===== config.mk =====
export PLATFORM = sky130hd
export DESIGN_NAME = complementary_attitude_filter_unit_flat
export DESIGN_NICKNAME = d
export VERILOG_FILES = /design/src/rtl/cafu_pkg.sv /design/src/rtl/cafu_chan_if.sv /design/src/rtl/complementary_attitude_filter_unit.sv /design/src/rtl/cafu_mul.sv /design/src/rtl/cafu_cordic.sv /design/src/flat_wrapper.sv
export SDC_FILE = /design/constraint.sdc
export NUM_CORES = 2
export LEC_CHECK = 0
export ABC_AREA = 1
export BUFFER_PORTS_ARGS = -buffer_cell sky130_fd_sc_hd__buf_2
export CAP_MARGIN = 20
export CORE_MARGIN = 8
export CORE_UTILIZATION = 50
export CTS_BUF_LIST = sky130_fd_sc_hd__clkbuf_8
export CTS_CLUSTER_DIAMETER = 120
export CTS_CLUSTER_SIZE = 40
export DETAILED_ROUTE_END_ITERATION = 10
export PLACE_DENSITY = 0.75
export SLEW_MARGIN = 20
export SYNTH_ARGS = -nofsm -noshare
export SYNTH_HDL_FRONTEND = slang
export SYNTH_HIERARCHICAL = 1
export SYNTH_SLANG_ARGS = --single-unit

===== constraint.sdc =====
create_clock -name clk -period 32.1 [get_ports clk]
set_clock_uncertainty 0.2 [all_clocks]
set_input_delay 0 -clock clk [delete_from_list [all_inputs] [get_ports clk]]
set_output_delay 0 -clock clk [all_outputs]
set_load 0.02 [all_outputs]

===== src/rtl/cafu_pkg.sv =====
package cafu_pkg;

  // Fraction bits of one degree carried by angles and rates.
  localparam int ANGLE_FRAC_BITS = 8;

  // Input and output field widths.
  localparam int ACCEL_W = 16;
  localparam int RATE_W  = 18;
  localparam int DT_W    = 16;
  localparam int ANGLE_W = 17;
  localparam int YAW_W   = 32;
  localparam int WEIGHT_W = 17;

  // Configuration port.
  localparam int CFG_IDX_W  = 3;
  localparam int CFG_DATA_W = 18;
  localparam logic [WEIGHT_W-1:0] GYRO_WEIGHT_RST  = 17'd64225;
  localparam logic [WEIGHT_W-1:0] ACCEL_WEIGHT_RST = 17'd1311;

  typedef enum logic [CFG_IDX_W-1:0] {
    CFG_GYRO_OFS_X  = 3'd0,
    CFG_GYRO_OFS_Y  = 3'd1,
    CFG_GYRO_OFS_Z  = 3'd2,
    CFG_GYRO_WEIGHT = 3'd3,
    CFG_ACCEL_WEIGHT = 3'd4
  } cfg_idx_t;

  // CORDIC vectoring unit.
  localparam int CORDIC_STEPS    = 20;
  localparam int CORDIC_IT_W     = $clog2(CORDIC_STEPS);
  localparam int CORDIC_W        = 34;
  localparam int CORDIC_PRESHIFT = 14;
  localparam logic signed [CORDIC_W-1:0] HALF_PI_Q30 = 34'sd1686629713;

  // Shared multiplier operand and product widths.
  localparam int MUL_A_W = 34;
  localparam int MUL_B_W = 26;
  localparam int MUL_P_W = MUL_A_W + MUL_B_W;

  // Rounded division by 1000 = 125 * 2^3, the quotient by 125 taken with a
  // reciprocal multiply and one correction step.
  localparam int  MS_HALF  = 500;
  localparam int  MS_SHIFT = 3;
  localparam int  MS_DIV   = 125;
  localparam int  MS_K     = 31;
  localparam longint MS_RECIP = (64'sd1 <<< MS_K) / MS_DIV;

  // Radians in Q30 to degrees: multiply by 630, then rounded division by
  // 11 * 2^(30 - ANGLE_FRAC_BITS).
  localparam int  TILT_MUL  = 630;
  localparam int  DEG_SHIFT = 30 - ANGLE_FRAC_BITS;
  localparam int  DEG_DIV   = 11;
  localparam longint DEG_HALF = 64'sd11 <<< (DEG_SHIFT - 1);
  localparam int  DEG_K     = 24;
  localparam longint DEG_RECIP = (64'sd1 <<< DEG_K) / DEG_DIV;

  // Saturation limit of roll and pitch, 180 degrees.
  localparam int ANGLE_LIM = 180 <<< ANGLE_FRAC_BITS;

  // Working widths of the datapath.
  localparam int GYRO_W  = RATE_W + 1;
  localparam int DELTA_W = 26;
  localparam int QUO_W   = 26;
  localparam int SCALE_W = 32;
  localparam int SUM_W   = 46;

  typedef enum logic [3:0] {
    ST_IDLE,
    ST_TILT_START,
    ST_TILT_WAIT,
    ST_PROD,
    ST_SCALE,
    ST_FIX,
    ST_BL_G,
    ST_BL_A,
    ST_BL_S,
    ST_DONE
  } state_t;

  typedef enum logic [2:0] {
    JOB_RATE_X,
    JOB_RATE_Y,
    JOB_RATE_Z,
    JOB_TILT_ROLL,
    JOB_TILT_PITCH
  } job_t;

  typedef struct packed {
    logic                       start;
    logic signed [ACCEL_W-1:0]  num;
    logic signed [RATE_W-1:0]   den;
  } cor_req_t;

  typedef struct packed {
    logic                        done;
    logic signed [CORDIC_W-1:0]  theta;
  } cor_rsp_t;

  // Arctangent of 2^-i in Q30 radians.
  function automatic logic [31:0] atan_q30(input logic [CORDIC_IT_W-1:0] i);
    logic [31:0] v;
    case (i)
      5'd0:  v = 32'd843314856;
      5'd1:  v = 32'd497837829;
      5'd2:  v = 32'd263043836;
      5'd3:  v = 32'd133525158;
      5'd4:  v = 32'd67021686;
      5'd5:  v = 32'd33543515;
      5'd6:  v = 32'd16775850;
      5'd7:  v = 32'd8388437;
      5'd8:  v = 32'd4194282;
      5'd9:  v = 32'd2097149;
      5'd10: v = 32'd1048575;
      5'd11: v = 32'd524287;
      5'd12: v = 32'd262143;
      5'd13: v = 32'd131071;
      5'd14: v = 32'd65535;
      5'd15: v = 32'd32767;
      5'd16: v = 32'd16383;
      5'd17: v = 32'd8191;
      5'd18: v = 32'd4095;
      5'd19: v = 32'd2047;
      default: v = 32'd0;
    endcase
    return v;
  endfunction

endpackage


===== src/rtl/cafu_chan_if.sv =====
interface cafu_in_if;
  logic                                       valid;
  logic                                       ready;
  logic signed [cafu_pkg::ACCEL_W-1:0]        accel_x;
  logic signed [cafu_pkg::ACCEL_W-1:0]        accel_y;
  logic signed [cafu_pkg::ACCEL_W-1:0]        accel_z;
  logic signed [cafu_pkg::RATE_W-1:0]         rate_x;
  logic signed [cafu_pkg::RATE_W-1:0]         rate_y;
  logic signed [cafu_pkg::RATE_W-1:0]         rate_z;
  logic [cafu_pkg::DT_W-1:0]                  elapsed_ms;

  modport source (
    output valid, accel_x, accel_y, accel_z, rate_x, rate_y, rate_z, elapsed_ms,
    input  ready
  );
  modport sink (
    input  valid, accel_x, accel_y, accel_z, rate_x, rate_y, rate_z, elapsed_ms,
    output ready
  );
endinterface

interface cafu_out_if;
  logic                                       valid;
  logic                                       ready;
  logic signed [cafu_pkg::ANGLE_W-1:0]        roll_angle;
  logic signed [cafu_pkg::ANGLE_W-1:0]        pitch_angle;
  logic signed [cafu_pkg::YAW_W-1:0]          yaw_step;

  modport source (
    output valid, roll_angle, pitch_angle, yaw_step,
    input  ready
  );
  modport sink (
    input  valid, roll_angle, pitch_angle, yaw_step,
    output ready
  );
endinterface


===== src/rtl/complementary_attitude_filter_unit.sv =====
// A request is accepted only when idle. It takes two 20-step passes of the shared CORDIC,
// then the rate, tilt and blend steps on the single shared multiplier, and its result is
// loaded into the output register; the load waits while a held result is not yet taken, and
// only after it does the unit go idle to take the next request.
// Reset (synchronous, rst_n low) clears roll and pitch to zero, the gyro offsets to zero and
// the weights to 64225 and 1311 (0.98 and 0.02 in Q1.16); no result is pending after reset.
module complementary_attitude_filter_unit (
  input  logic                                clk,
  input  logic                                rst_n,
  input  logic                                cfg_we,
  input  logic [cafu_pkg::CFG_IDX_W-1:0]      cfg_index,
  input  logic [cafu_pkg::CFG_DATA_W-1:0]     cfg_wdata,
  cafu_in_if.sink                             in_ch,
  cafu_out_if.source                          out_ch
);

  localparam int AW = cafu_pkg::ANGLE_W;

  // Sequencer state and loop indexes.
  cafu_pkg::state_t state_r, state_nxt;
  cafu_pkg::job_t   job_r;
  logic             tilt_r;
  logic             axis_r;

  // Configuration registers.
  logic signed [cafu_pkg::RATE_W-1:0]   ofs_x_r, ofs_y_r, ofs_z_r;
  logic [cafu_pkg::WEIGHT_W-1:0]        gw_r, aw_r;

  // Latched request operands, gyro offsets already removed.
  logic signed [cafu_pkg::ACCEL_W-1:0]  ax_r, ay_r, az_r;
  logic signed [cafu_pkg::GYRO_W-1:0]   gx_r, gy_r, gz_r;
  logic [cafu_pkg::DT_W-1:0]            dt_r;

  // Intermediate results.
  logic signed [cafu_pkg::CORDIC_W-1:0] th_roll_r, th_pitch_r;
  logic [cafu_pkg::SCALE_W-1:0]         v_r;
  logic                                 neg_r;
  logic signed [cafu_pkg::DELTA_W-1:0]  dx_r, dy_r, yaw_r;
  logic signed [AW-1:0]                 acc_roll_r, acc_pitch_r;
  logic signed [cafu_pkg::SUM_W-1:0]    psum_r;

  // Filter state and the output register.
  logic signed [AW-1:0]                 roll_r, pitch_r;
  logic signed [AW-1:0]                 out_roll_r, out_pitch_r;
  logic signed [cafu_pkg::YAW_W-1:0]    out_yaw_r;
  logic                                 out_valid_r;

  logic in_acc, out_load;

  // Shared units.
  cafu_pkg::cor_req_t cor_req;
  cafu_pkg::cor_rsp_t cor_rsp;
  logic signed [cafu_pkg::MUL_A_W-1:0] mul_a;
  logic signed [cafu_pkg::MUL_B_W-1:0] mul_b;
  logic signed [cafu_pkg::MUL_P_W-1:0] mul_p;
  logic [cafu_pkg::MUL_P_W-1:0]        mul_pu;

  cafu_cordic u_cordic (
    .clk   (clk),
    .rst_n (rst_n),
    .req   (cor_req),
    .rsp   (cor_rsp)
  );

  cafu_mul u_mul (
    .clk   (clk),
    .mul_a (mul_a),
    .mul_b (mul_b),
    .mul_p (mul_p)
  );

  assign mul_pu = mul_p;
  assign in_acc = in_ch.valid && in_ch.ready;

  // Tilt operands. Roll uses atan2(y, z + |x|) and pitch uses atan2(x, z + |y|),
  // the pitch sign being applied after the degree conversion.
  logic signed [cafu_pkg::ACCEL_W-1:0] tilt_num, tilt_oth;
  logic signed [cafu_pkg::ACCEL_W:0]   oth_ext, oth_abs;

  always_comb begin
    tilt_num = tilt_r ? ax_r : ay_r;
    tilt_oth = tilt_r ? ay_r : ax_r;
    oth_ext  = (cafu_pkg::ACCEL_W + 1)'(tilt_oth);
    oth_abs  = oth_ext[cafu_pkg::ACCEL_W] ? -oth_ext : oth_ext;
  end

  // Rate jobs divide by one thousand; tilt jobs convert Q30 radians to degrees.
  logic is_rate;
  assign is_rate = (job_r == cafu_pkg::JOB_RATE_X) || (job_r == cafu_pkg::JOB_RATE_Y) ||
                   (job_r == cafu_pkg::JOB_RATE_Z);

  // Scale step: magnitude of the product, add half the divisor, drop the power-of-two
  // part of the divisor. What remains is divided by a small odd constant.
  logic signed [44:0] n45, mag;
  logic               n_neg;
  logic [44:0]        mag_rnd;
  logic [cafu_pkg::SCALE_W-1:0] scale_v;

  always_comb begin
    n45   = mul_p[44:0];
    n_neg = n45[44];
    mag   = n_neg ? -n45 : n45;
    if (is_rate) begin
      mag_rnd = 45'(mag) + 45'(cafu_pkg::MS_HALF);
      scale_v = cafu_pkg::SCALE_W'(mag_rnd >> cafu_pkg::MS_SHIFT);
    end else begin
      mag_rnd = 45'(mag) + 45'(cafu_pkg::DEG_HALF);
      scale_v = cafu_pkg::SCALE_W'(mag_rnd >> cafu_pkg::DEG_SHIFT);
    end
  end

  // Fix step: the reciprocal product undershoots the quotient by at most one, so a
  // single compare of the remainder against the divisor corrects it.
  logic [cafu_pkg::QUO_W-1:0]   q0, quo;
  logic [cafu_pkg::SCALE_W-1:0] cdiv, qc, rem;
  logic signed [cafu_pkg::QUO_W:0] quo_s;

  always_comb begin
    if (is_rate) begin
      q0   = cafu_pkg::QUO_W'(mul_pu >> cafu_pkg::MS_K);
      cdiv = cafu_pkg::SCALE_W'(cafu_pkg::MS_DIV);
    end else begin
      q0   = cafu_pkg::QUO_W'(mul_pu >> cafu_pkg::DEG_K);
      cdiv = cafu_pkg::SCALE_W'(cafu_pkg::DEG_DIV);
    end
    // Each divisor is a constant, so both products reduce to shifts and adds.
    qc    = is_rate ? cafu_pkg::SCALE_W'(q0) * cafu_pkg::SCALE_W'(cafu_pkg::MS_DIV) :
                      cafu_pkg::SCALE_W'(q0) * cafu_pkg::SCALE_W'(cafu_pkg::DEG_DIV);
    rem   = v_r - qc;
    quo   = (rem >= cdiv) ? q0 + 1'b1 : q0;
    quo_s = neg_r ? -$signed({1'b0, quo}) : $signed({1'b0, quo});
  end

  // Blend: gyro_weight * (estimate + rate * dt) + accel_weight * tilt, then round half up
  // by 16 bits and saturate to 180 degrees.
  logic signed [AW-1:0]                est_sel, acc_sel;
  logic signed [cafu_pkg::DELTA_W-1:0] delta_sel;
  logic signed [cafu_pkg::DELTA_W:0]   blend_base;
  logic signed [cafu_pkg::SUM_W-1:0]   blend_sum, blend_sh;
  logic signed [AW-1:0]                blend_res;

  always_comb begin
    est_sel    = axis_r ? pitch_r : roll_r;
    delta_sel  = axis_r ? dy_r : dx_r;
    acc_sel    = axis_r ? acc_pitch_r : acc_roll_r;
    blend_base = (cafu_pkg::DELTA_W + 1)'(est_sel) + (cafu_pkg::DELTA_W + 1)'(delta_sel);
    blend_sum  = psum_r + cafu_pkg::SUM_W'(mul_p);
    blend_sh   = (blend_sum + cafu_pkg::SUM_W'(32768)) >>> 16;
    if (blend_sh > cafu_pkg::SUM_W'(cafu_pkg::ANGLE_LIM)) begin
      blend_res = AW'(cafu_pkg::ANGLE_LIM);
    end else if (blend_sh < -cafu_pkg::SUM_W'(cafu_pkg::ANGLE_LIM)) begin
      blend_res = -AW'(cafu_pkg::ANGLE_LIM);
    end else begin
      blend_res = AW'(blend_sh);
    end
  end

  // Next-state logic of the sequencer.
  always_comb begin
    state_nxt = state_r;
    unique case (state_r)
      cafu_pkg::ST_IDLE: begin
        if (in_acc) begin
          state_nxt = cafu_pkg::ST_TILT_START;
        end
      end
      cafu_pkg::ST_TILT_START: state_nxt = cafu_pkg::ST_TILT_WAIT;
      cafu_pkg::ST_TILT_WAIT: begin
        if (cor_rsp.done) begin
          state_nxt = tilt_r ? cafu_pkg::ST_PROD : cafu_pkg::ST_TILT_START;
        end
      end
      cafu_pkg::ST_PROD:  state_nxt = cafu_pkg::ST_SCALE;
      cafu_pkg::ST_SCALE: state_nxt = cafu_pkg::ST_FIX;
      cafu_pkg::ST_FIX: begin
        state_nxt = (job_r == cafu_pkg::JOB_TILT_PITCH) ? cafu_pkg::ST_BL_G :
                                                          cafu_pkg::ST_PROD;
      end
      cafu_pkg::ST_BL_G: state_nxt = cafu_pkg::ST_BL_A;
      cafu_pkg::ST_BL_A: state_nxt = cafu_pkg::ST_BL_S;
      cafu_pkg::ST_BL_S: state_nxt = axis_r ? cafu_pkg::ST_DONE : cafu_pkg::ST_BL_G;
      cafu_pkg::ST_DONE: begin
        if (!out_valid_r || out_ch.ready) begin
          state_nxt = cafu_pkg::ST_IDLE;
        end
      end
      default: state_nxt = cafu_pkg::ST_IDLE;
    endcase
  end

  // Sequencer outputs: handshake, CORDIC start and the multiplier operand selection.
  // Each multiplier step issues operands in one state; the product is read in the next.
  always_comb begin
    in_ch.ready   = 1'b0;
    out_load      = 1'b0;
    cor_req.start = 1'b0;
    cor_req.num   = tilt_num;
    cor_req.den   = cafu_pkg::RATE_W'(az_r) + cafu_pkg::RATE_W'(oth_abs);
    mul_a         = '0;
    mul_b         = '0;
    unique case (state_r)
      cafu_pkg::ST_IDLE:       in_ch.ready = 1'b1;
      cafu_pkg::ST_TILT_START: cor_req.start = 1'b1;
      cafu_pkg::ST_TILT_WAIT:  ;
      cafu_pkg::ST_PROD: begin
        case (job_r)
          cafu_pkg::JOB_RATE_X: begin
            mul_a = cafu_pkg::MUL_A_W'(gx_r);
            mul_b = $signed(cafu_pkg::MUL_B_W'(dt_r));
          end
          cafu_pkg::JOB_RATE_Y: begin
            mul_a = cafu_pkg::MUL_A_W'(gy_r);
            mul_b = $signed(cafu_pkg::MUL_B_W'(dt_r));
          end
          cafu_pkg::JOB_RATE_Z: begin
            mul_a = cafu_pkg::MUL_A_W'(gz_r);
            mul_b = $signed(cafu_pkg::MUL_B_W'(dt_r));
          end
          cafu_pkg::JOB_TILT_ROLL: begin
            mul_a = th_roll_r;
            mul_b = cafu_pkg::MUL_B_W'(cafu_pkg::TILT_MUL);
          end
          default: begin
            mul_a = th_pitch_r;
            mul_b = cafu_pkg::MUL_B_W'(cafu_pkg::TILT_MUL);
          end
        endcase
      end
      cafu_pkg::ST_SCALE: begin
        mul_a = $signed(cafu_pkg::MUL_A_W'(scale_v));
        mul_b = is_rate ? cafu_pkg::MUL_B_W'(cafu_pkg::MS_RECIP) :
                          cafu_pkg::MUL_B_W'(cafu_pkg::DEG_RECIP);
      end
      cafu_pkg::ST_FIX: ;
      cafu_pkg::ST_BL_G: begin
        mul_a = cafu_pkg::MUL_A_W'(blend_base);
        mul_b = $signed(cafu_pkg::MUL_B_W'(gw_r));
      end
      cafu_pkg::ST_BL_A: begin
        mul_a = cafu_pkg::MUL_A_W'(acc_sel);
        mul_b = $signed(cafu_pkg::MUL_B_W'(aw_r));
      end
      cafu_pkg::ST_BL_S: ;
      cafu_pkg::ST_DONE: out_load = !out_valid_r || out_ch.ready;
      default: ;
    endcase
  end

  // Control state, configuration and filter state.
  always_ff @(posedge clk) begin
    if (!rst_n) begin
      state_r     <= cafu_pkg::ST_IDLE;
      job_r       <= cafu_pkg::JOB_RATE_X;
      tilt_r      <= 1'b0;
      axis_r      <= 1'b0;
      out_valid_r <= 1'b0;
      ofs_x_r     <= '0;
      ofs_y_r     <= '0;
      ofs_z_r     <= '0;
      gw_r        <= cafu_pkg::GYRO_WEIGHT_RST;
      aw_r        <= cafu_pkg::ACCEL_WEIGHT_RST;
      roll_r      <= '0;
      pitch_r     <= '0;
    end else begin
      state_r <= state_nxt;

      if (cfg_we) begin
        unique case (cafu_pkg::cfg_idx_t'(cfg_index))
          cafu_pkg::CFG_GYRO_OFS_X:   ofs_x_r <= $signed(cfg_wdata);
          cafu_pkg::CFG_GYRO_OFS_Y:   ofs_y_r <= $signed(cfg_wdata);
          cafu_pkg::CFG_GYRO_OFS_Z:   ofs_z_r <= $signed(cfg_wdata);
          cafu_pkg::CFG_GYRO_WEIGHT:  gw_r <= cfg_wdata[cafu_pkg::WEIGHT_W-1:0];
          cafu_pkg::CFG_ACCEL_WEIGHT: aw_r <= cfg_wdata[cafu_pkg::WEIGHT_W-1:0];
          default: ;
        endcase
      end

      if (in_acc) begin
        tilt_r <= 1'b0;
        job_r  <= cafu_pkg::JOB_RATE_X;
        axis_r <= 1'b0;
      end
      if (state_r == cafu_pkg::ST_TILT_WAIT && cor_rsp.done) begin
        tilt_r <= 1'b1;
      end
      if (state_r == cafu_pkg::ST_FIX && job_r != cafu_pkg::JOB_TILT_PITCH) begin
        job_r <= cafu_pkg::job_t'(job_r + 3'd1);
      end
      if (state_r == cafu_pkg::ST_BL_S) begin
        axis_r <= 1'b1;
        if (axis_r) begin
          pitch_r <= blend_res;
        end else begin
          roll_r <= blend_res;
        end
      end

      if (out_load) begin
        out_valid_r <= 1'b1;
      end else if (out_ch.valid && out_ch.ready) begin
        out_valid_r <= 1'b0;
      end
    end
  end

  // Datapath registers, no reset needed.
  always_ff @(posedge clk) begin
    if (in_acc) begin
      ax_r <= in_ch.accel_x;
      ay_r <= in_ch.accel_y;
      az_r <= in_ch.accel_z;
      gx_r <= cafu_pkg::GYRO_W'(in_ch.rate_x) - cafu_pkg::GYRO_W'(ofs_x_r);
      gy_r <= cafu_pkg::GYRO_W'(in_ch.rate_y) - cafu_pkg::GYRO_W'(ofs_y_r);
      gz_r <= cafu_pkg::GYRO_W'(in_ch.rate_z) - cafu_pkg::GYRO_W'(ofs_z_r);
      dt_r <= in_ch.elapsed_ms;
    end

    if (state_r == cafu_pkg::ST_TILT_WAIT && cor_rsp.done) begin
      if (tilt_r) begin
        th_pitch_r <= cor_rsp.theta;
      end else begin
        th_roll_r <= cor_rsp.theta;
      end
    end

    if (state_r == cafu_pkg::ST_SCALE) begin
      v_r   <= scale_v;
      neg_r <= n_neg;
    end

    if (state_r == cafu_pkg::ST_FIX) begin
      case (job_r)
        cafu_pkg::JOB_RATE_X:    dx_r <= cafu_pkg::DELTA_W'(quo_s);
        cafu_pkg::JOB_RATE_Y:    dy_r <= cafu_pkg::DELTA_W'(quo_s);
        cafu_pkg::JOB_RATE_Z:    yaw_r <= cafu_pkg::DELTA_W'(quo_s);
        cafu_pkg::JOB_TILT_ROLL: acc_roll_r <= AW'(quo_s);
        default:                 acc_pitch_r <= -AW'(quo_s);
      endcase
    end

    if (state_r == cafu_pkg::ST_BL_A) begin
      psum_r <= cafu_pkg::SUM_W'(mul_p);
    end

    if (out_load) begin
      out_roll_r  <= roll_r;
      out_pitch_r <= pitch_r;
      out_yaw_r   <= cafu_pkg::YAW_W'(yaw_r);
    end
  end

  assign out_ch.valid       = out_valid_r;
  assign out_ch.roll_angle  = out_roll_r;
  assign out_ch.pitch_angle = out_pitch_r;
  assign out_ch.yaw_step    = out_yaw_r;

`ifndef SYNTHESIS
  // The CORDIC only finishes while the sequencer is waiting for it.
  a_cordic_done_wait: assert property (@(posedge clk) disable iff (!rst_n)
    cor_rsp.done |-> state_r == cafu_pkg::ST_TILT_WAIT)
    else $error("CORDIC finished outside its wait state");

  // A taken request keeps the input closed while it is processed.
  a_one_in_flight: assert property (@(posedge clk) disable iff (!rst_n)
    in_acc |=> !in_ch.ready)
    else $error("input reopened right after a request was taken");

  // The filter state never leaves the saturation range.
  a_estimate_range: assert property (@(posedge clk) disable iff (!rst_n)
    (roll_r <= AW'(cafu_pkg::ANGLE_LIM)) && (roll_r >= -AW'(cafu_pkg::ANGLE_LIM)) &&
    (pitch_r <= AW'(cafu_pkg::ANGLE_LIM)) && (pitch_r >= -AW'(cafu_pkg::ANGLE_LIM)))
    else $error("roll or pitch estimate outside 180 degrees");
`endif

endmodule


===== src/rtl/cafu_mul.sv =====
// Shared signed multiplier with a registered product.
module cafu_mul (
  input  logic                                 clk,
  input  logic signed [cafu_pkg::MUL_A_W-1:0]  mul_a,
  input  logic signed [cafu_pkg::MUL_B_W-1:0]  mul_b,
  output logic signed [cafu_pkg::MUL_P_W-1:0]  mul_p
);

  logic signed [cafu_pkg::MUL_P_W-1:0] prod_r;

  always_ff @(posedge clk) begin
    prod_r <= cafu_pkg::MUL_P_W'(mul_a) * cafu_pkg::MUL_P_W'(mul_b);
  end

  assign mul_p = prod_r;

endmodule


===== src/rtl/cafu_cordic.sv =====
// Iterative vectoring CORDIC: one micro-rotation per cycle.
module cafu_cordic (
  input  logic                 clk,
  input  logic                 rst_n,
  input  cafu_pkg::cor_req_t   req,
  output cafu_pkg::cor_rsp_t   rsp
);

  localparam int W = cafu_pkg::CORDIC_W;

  logic signed [W-1:0] x_r, y_r, th_r;
  logic signed [W-1:0] x_nxt, y_nxt, th_nxt;
  logic [cafu_pkg::CORDIC_IT_W-1:0] it_r;
  logic run_r, done_r, zero_r;
  logic last;

  logic signed [W-1:0] x0, y0;
  logic signed [W-1:0] dx, dy, step_ang;

  assign x0 = W'(req.den) <<< cafu_pkg::CORDIC_PRESHIFT;
  assign y0 = W'(req.num) <<< cafu_pkg::CORDIC_PRESHIFT;

  assign last = (it_r == cafu_pkg::CORDIC_IT_W'(cafu_pkg::CORDIC_STEPS - 1));

  always_comb begin
    dx = y_r >>> it_r;
    dy = x_r >>> it_r;
    step_ang = $signed({2'b00, cafu_pkg::atan_q30(it_r)});
    if (!y_r[W-1]) begin
      x_nxt  = x_r + dx;
      y_nxt  = y_r - dy;
      th_nxt = th_r + step_ang;
    end else begin
      x_nxt  = x_r - dx;
      y_nxt  = y_r + dy;
      th_nxt = th_r - step_ang;
    end
  end

  always_ff @(posedge clk) begin
    if (!rst_n) begin
      run_r  <= 1'b0;
      done_r <= 1'b0;
      it_r   <= '0;
    end else begin
      done_r <= run_r && last;
      if (req.start) begin
        run_r <= 1'b1;
        it_r  <= '0;
      end else if (run_r) begin
        it_r <= it_r + 1'b1;
        if (last) begin
          run_r <= 1'b0;
        end
      end
    end
  end

  always_ff @(posedge clk) begin
    if (req.start) begin
      zero_r <= (req.num == '0) && (req.den == '0);
      // A vector in the left half plane is first turned by a quarter turn.
      if (x0 < 0) begin
        if (!y0[W-1]) begin
          x_r  <= y0;
          y_r  <= -x0;
          th_r <= cafu_pkg::HALF_PI_Q30;
        end else begin
          x_r  <= -y0;
          y_r  <= x0;
          th_r <= -cafu_pkg::HALF_PI_Q30;
        end
      end else begin
        x_r  <= x0;
        y_r  <= y0;
        th_r <= '0;
      end
    end else if (run_r) begin
      x_r  <= x_nxt;
      y_r  <= y_nxt;
      th_r <= th_nxt;
    end
  end

  assign rsp.done  = done_r;
  assign rsp.theta = zero_r ? '0 : th_r;

endmodule

===== src/flat_wrapper.sv =====
// flat-port wrapper written by rule: the top's interface ports become plain ports
module complementary_attitude_filter_unit_flat 
  (clk, rst_n, cfg_we, cfg_index, cfg_wdata, in_ch_valid, in_ch_accel_x, in_ch_accel_y, in_ch_accel_z, in_ch_rate_x, in_ch_rate_y, in_ch_rate_z, in_ch_elapsed_ms, in_ch_ready, out_ch_valid, out_ch_roll_angle, out_ch_pitch_angle, out_ch_yaw_step, out_ch_ready);
  cafu_in_if in_ch_i ();
  cafu_out_if out_ch_i ();
  input  logic clk;
  input  logic rst_n;
  input  logic cfg_we;
  input  logic [cafu_pkg::CFG_IDX_W-1:0] cfg_index;
  input  logic [cafu_pkg::CFG_DATA_W-1:0] cfg_wdata;
  input wire logic [$bits(in_ch_i.valid)-1:0] in_ch_valid;
  input wire logic [$bits(in_ch_i.accel_x)-1:0] in_ch_accel_x;
  input wire logic [$bits(in_ch_i.accel_y)-1:0] in_ch_accel_y;
  input wire logic [$bits(in_ch_i.accel_z)-1:0] in_ch_accel_z;
  input wire logic [$bits(in_ch_i.rate_x)-1:0] in_ch_rate_x;
  input wire logic [$bits(in_ch_i.rate_y)-1:0] in_ch_rate_y;
  input wire logic [$bits(in_ch_i.rate_z)-1:0] in_ch_rate_z;
  input wire logic [$bits(in_ch_i.elapsed_ms)-1:0] in_ch_elapsed_ms;
  output wire logic [$bits(in_ch_i.ready)-1:0] in_ch_ready;
  output wire logic [$bits(out_ch_i.valid)-1:0] out_ch_valid;
  output wire logic [$bits(out_ch_i.roll_angle)-1:0] out_ch_roll_angle;
  output wire logic [$bits(out_ch_i.pitch_angle)-1:0] out_ch_pitch_angle;
  output wire logic [$bits(out_ch_i.yaw_step)-1:0] out_ch_yaw_step;
  input wire logic [$bits(out_ch_i.ready)-1:0] out_ch_ready;
  assign in_ch_i.valid = in_ch_valid;
  assign in_ch_i.accel_x = in_ch_accel_x;
  assign in_ch_i.accel_y = in_ch_accel_y;
  assign in_ch_i.accel_z = in_ch_accel_z;
  assign in_ch_i.rate_x = in_ch_rate_x;
  assign in_ch_i.rate_y = in_ch_rate_y;
  assign in_ch_i.rate_z = in_ch_rate_z;
  assign in_ch_i.elapsed_ms = in_ch_elapsed_ms;
  assign in_ch_ready = in_ch_i.ready;
  assign out_ch_valid = out_ch_i.valid;
  assign out_ch_roll_angle = out_ch_i.roll_angle;
  assign out_ch_pitch_angle = out_ch_i.pitch_angle;
  assign out_ch_yaw_step = out_ch_i.yaw_step;
  assign out_ch_i.ready = out_ch_ready;
  complementary_attitude_filter_unit u_core (.clk(clk), .rst_n(rst_n), .cfg_we(cfg_we), .cfg_index(cfg_index), .cfg_wdata(cfg_wdata), .in_ch(in_ch_i), .out_ch(out_ch_i));
endmodule

==> out/qor.yml <==
slew_headroom_pct: 22.7
postCtsHoldBufs: 361
grt_pass1_vias: 84700
worstMarginPinSlew_ns: 1.16
wl_um: 324000
cts_tree: "built"
netlist_area_um2: 94600
rrSetupSlack_ns: 18.88
hold_violations: 0
clkSinkCount: 769
tns_ns: 0
yosys_warnings: 6
cts_resized: 0
slew_violations: 0
finalSetupViolCount: 0
die_h_um: 451
hp-class: "in2reg"
path_max_fanout: 76
initialDrtViolationCount: 9584
fin_ws_ns: 18.88
vias: 86500
cts_buffers: 29
ant_nets: 0
cts.clk_slew.worst_paths_ns: 0.26
first_pass_iters: 7
required_ns: 32.55
viasPerCell: 5.62
cpMaxStageDelayCell: "buf_4"
antenna_found_initial: 40
worstSkewPairLatency_ns: 0.93
num_rows: 159
fmax_mhz: 75.6
postCtsSetupBuffers: 0
worstPathArrival_ns: 13.67
die_x_um: 451
cts_max_path_buffers: 3
place_congestion: 1.02
fin_crit_ns: 13.22
synthCells: 12600
final.fill_count: 17500
drive_gt1_share_pct: 6.10
crit_type: "reg2reg"
avgSynthCellArea_um2: 7.52
core_um2: 188000
initial_core_util_pct: 50.4
port_buffers: 211
post-route-drc-count: 0
start_kind: "flop"
maxCapViolCount: 0
cpMostUsedCell: "inv_1"
grtUsageTotal_pct: 31.0
whs_ns: 0.0968
routedWlPerCell_um: 21.0
pin_count: 212
dp_hpwl_um: 238000
pre_cts_ws_ns: 19.14
crit_path_end_kind: "flop"
final_nets: 14600
areaGrowthSynthToFinish_pct: 8.32
status: "completed"
slowest_delay_ns: 0.55
grt_pass1_wl_um: 494000
cts_root_buf: "clkbuf_8"
cts_max_level: 1
dieArea_um2: 203000
grt_max_degree: 85
grt_setup_unrepaired: "false"
period_share_pct: 41.2
overflow: 0
==> worst paths after layout <==
kind | endpoint | startpoint | cells past startpoint
hold reg to reg | u_core/out_ch.roll_angle[12] | u_core/roll_r[12] | 0
hold / removal | u_core/ax_r[15] | in_ch_accel_x[15] | 3
setup / recovery | u_core/acc_pitch_r[9] | u_core/job_r[0] | 59
setup reg to reg | u_core/acc_pitch_r[9] | u_core/job_r[0] | 59
==> layer usage <==
metal | global-route usage [%] | vias up | part of all wire [%]
li1 | - | 39700 | -
met1 | 39.0 | 40900 | 38
met2 | 49.9 | 4642 | 45
met3 | 6.09 | 1198 | 9.5
met4 | 18.2 | 26 | 7.5
met5 | 0 | - | 0.053
==> state kept, by name (all words and copies together), names as in the netlist, 30 cells and up <==
name / count
u_core/u_cordic/y_r: 34
u_core/v_r: 32
u_core/u_cordic/th_r: 34
u_core/u_cordic/step_ang: 30
u_core/u_mul/mul_p: 57
u_core/u_cordic/x_r: 34
u_core/psum_r: 46
u_core/th_roll_r: 34
u_core/th_pitch_r: 34
==> placed cells by master (no fill, tap or decap), drive strengths merged, types with 226 or more instances in the layout <==
master / instances
nand2: 3269
inv: 2643
fa: 1003
nor2: 801
nand3: 728
a21oi: 695
ha: 620
o21ai: 578
edfxtp: 543
dlygate4sd3: 361
buf: 335
xor2: 256
dfxtp: 226
==> per-stage QoR <==
stage / std cells / cell area (µm²) / util, %
floorplan: 12600 / 94600 / -
global placement: 15000 / 98000 / 52.2
detailed placement: 15000 / 98000 / 52.2
CTS: 15400 / 102000 / 54.5
global route: 15400 / 102000 / 54.5
finish: 15400 / 102000 / 54.6
==> critical path, delay by kind of cell (launching register included) <==
family | cells | cell delay [ns]
flip-flops | 1 | 0.48
AND/OR/NAND/NOR | 23 | 3.36
buffers and inverters | 13 | 2.13
AO/OA/AOI/OAI | 13 | 3.12
XOR/XNOR | 2 | 0.38
adder cells (fa/ha/maj) | 8 | 3.17
==> cell type report <==
cell class | count | area, µm² | share of cell area (%)
timing repair buffer | 696 | 5600 | 5.47
clock buffer | 29 | 399 | 0.390
inverter | 2637 | 9910 | 9.67
multi-input combinational | 8733 | 62200 | 60.7
clock inverter | 25 | 350 | 0.342
sequential | 769 | 20800 | 20.3
tap | 2495 | 3120 | 3.05
antenna | 20 | 50.0 | 0.0488
Power is left out: the tool's default activity adds up to more than one toggle a clock period on the data nets, which glitch-free logic cannot reach.
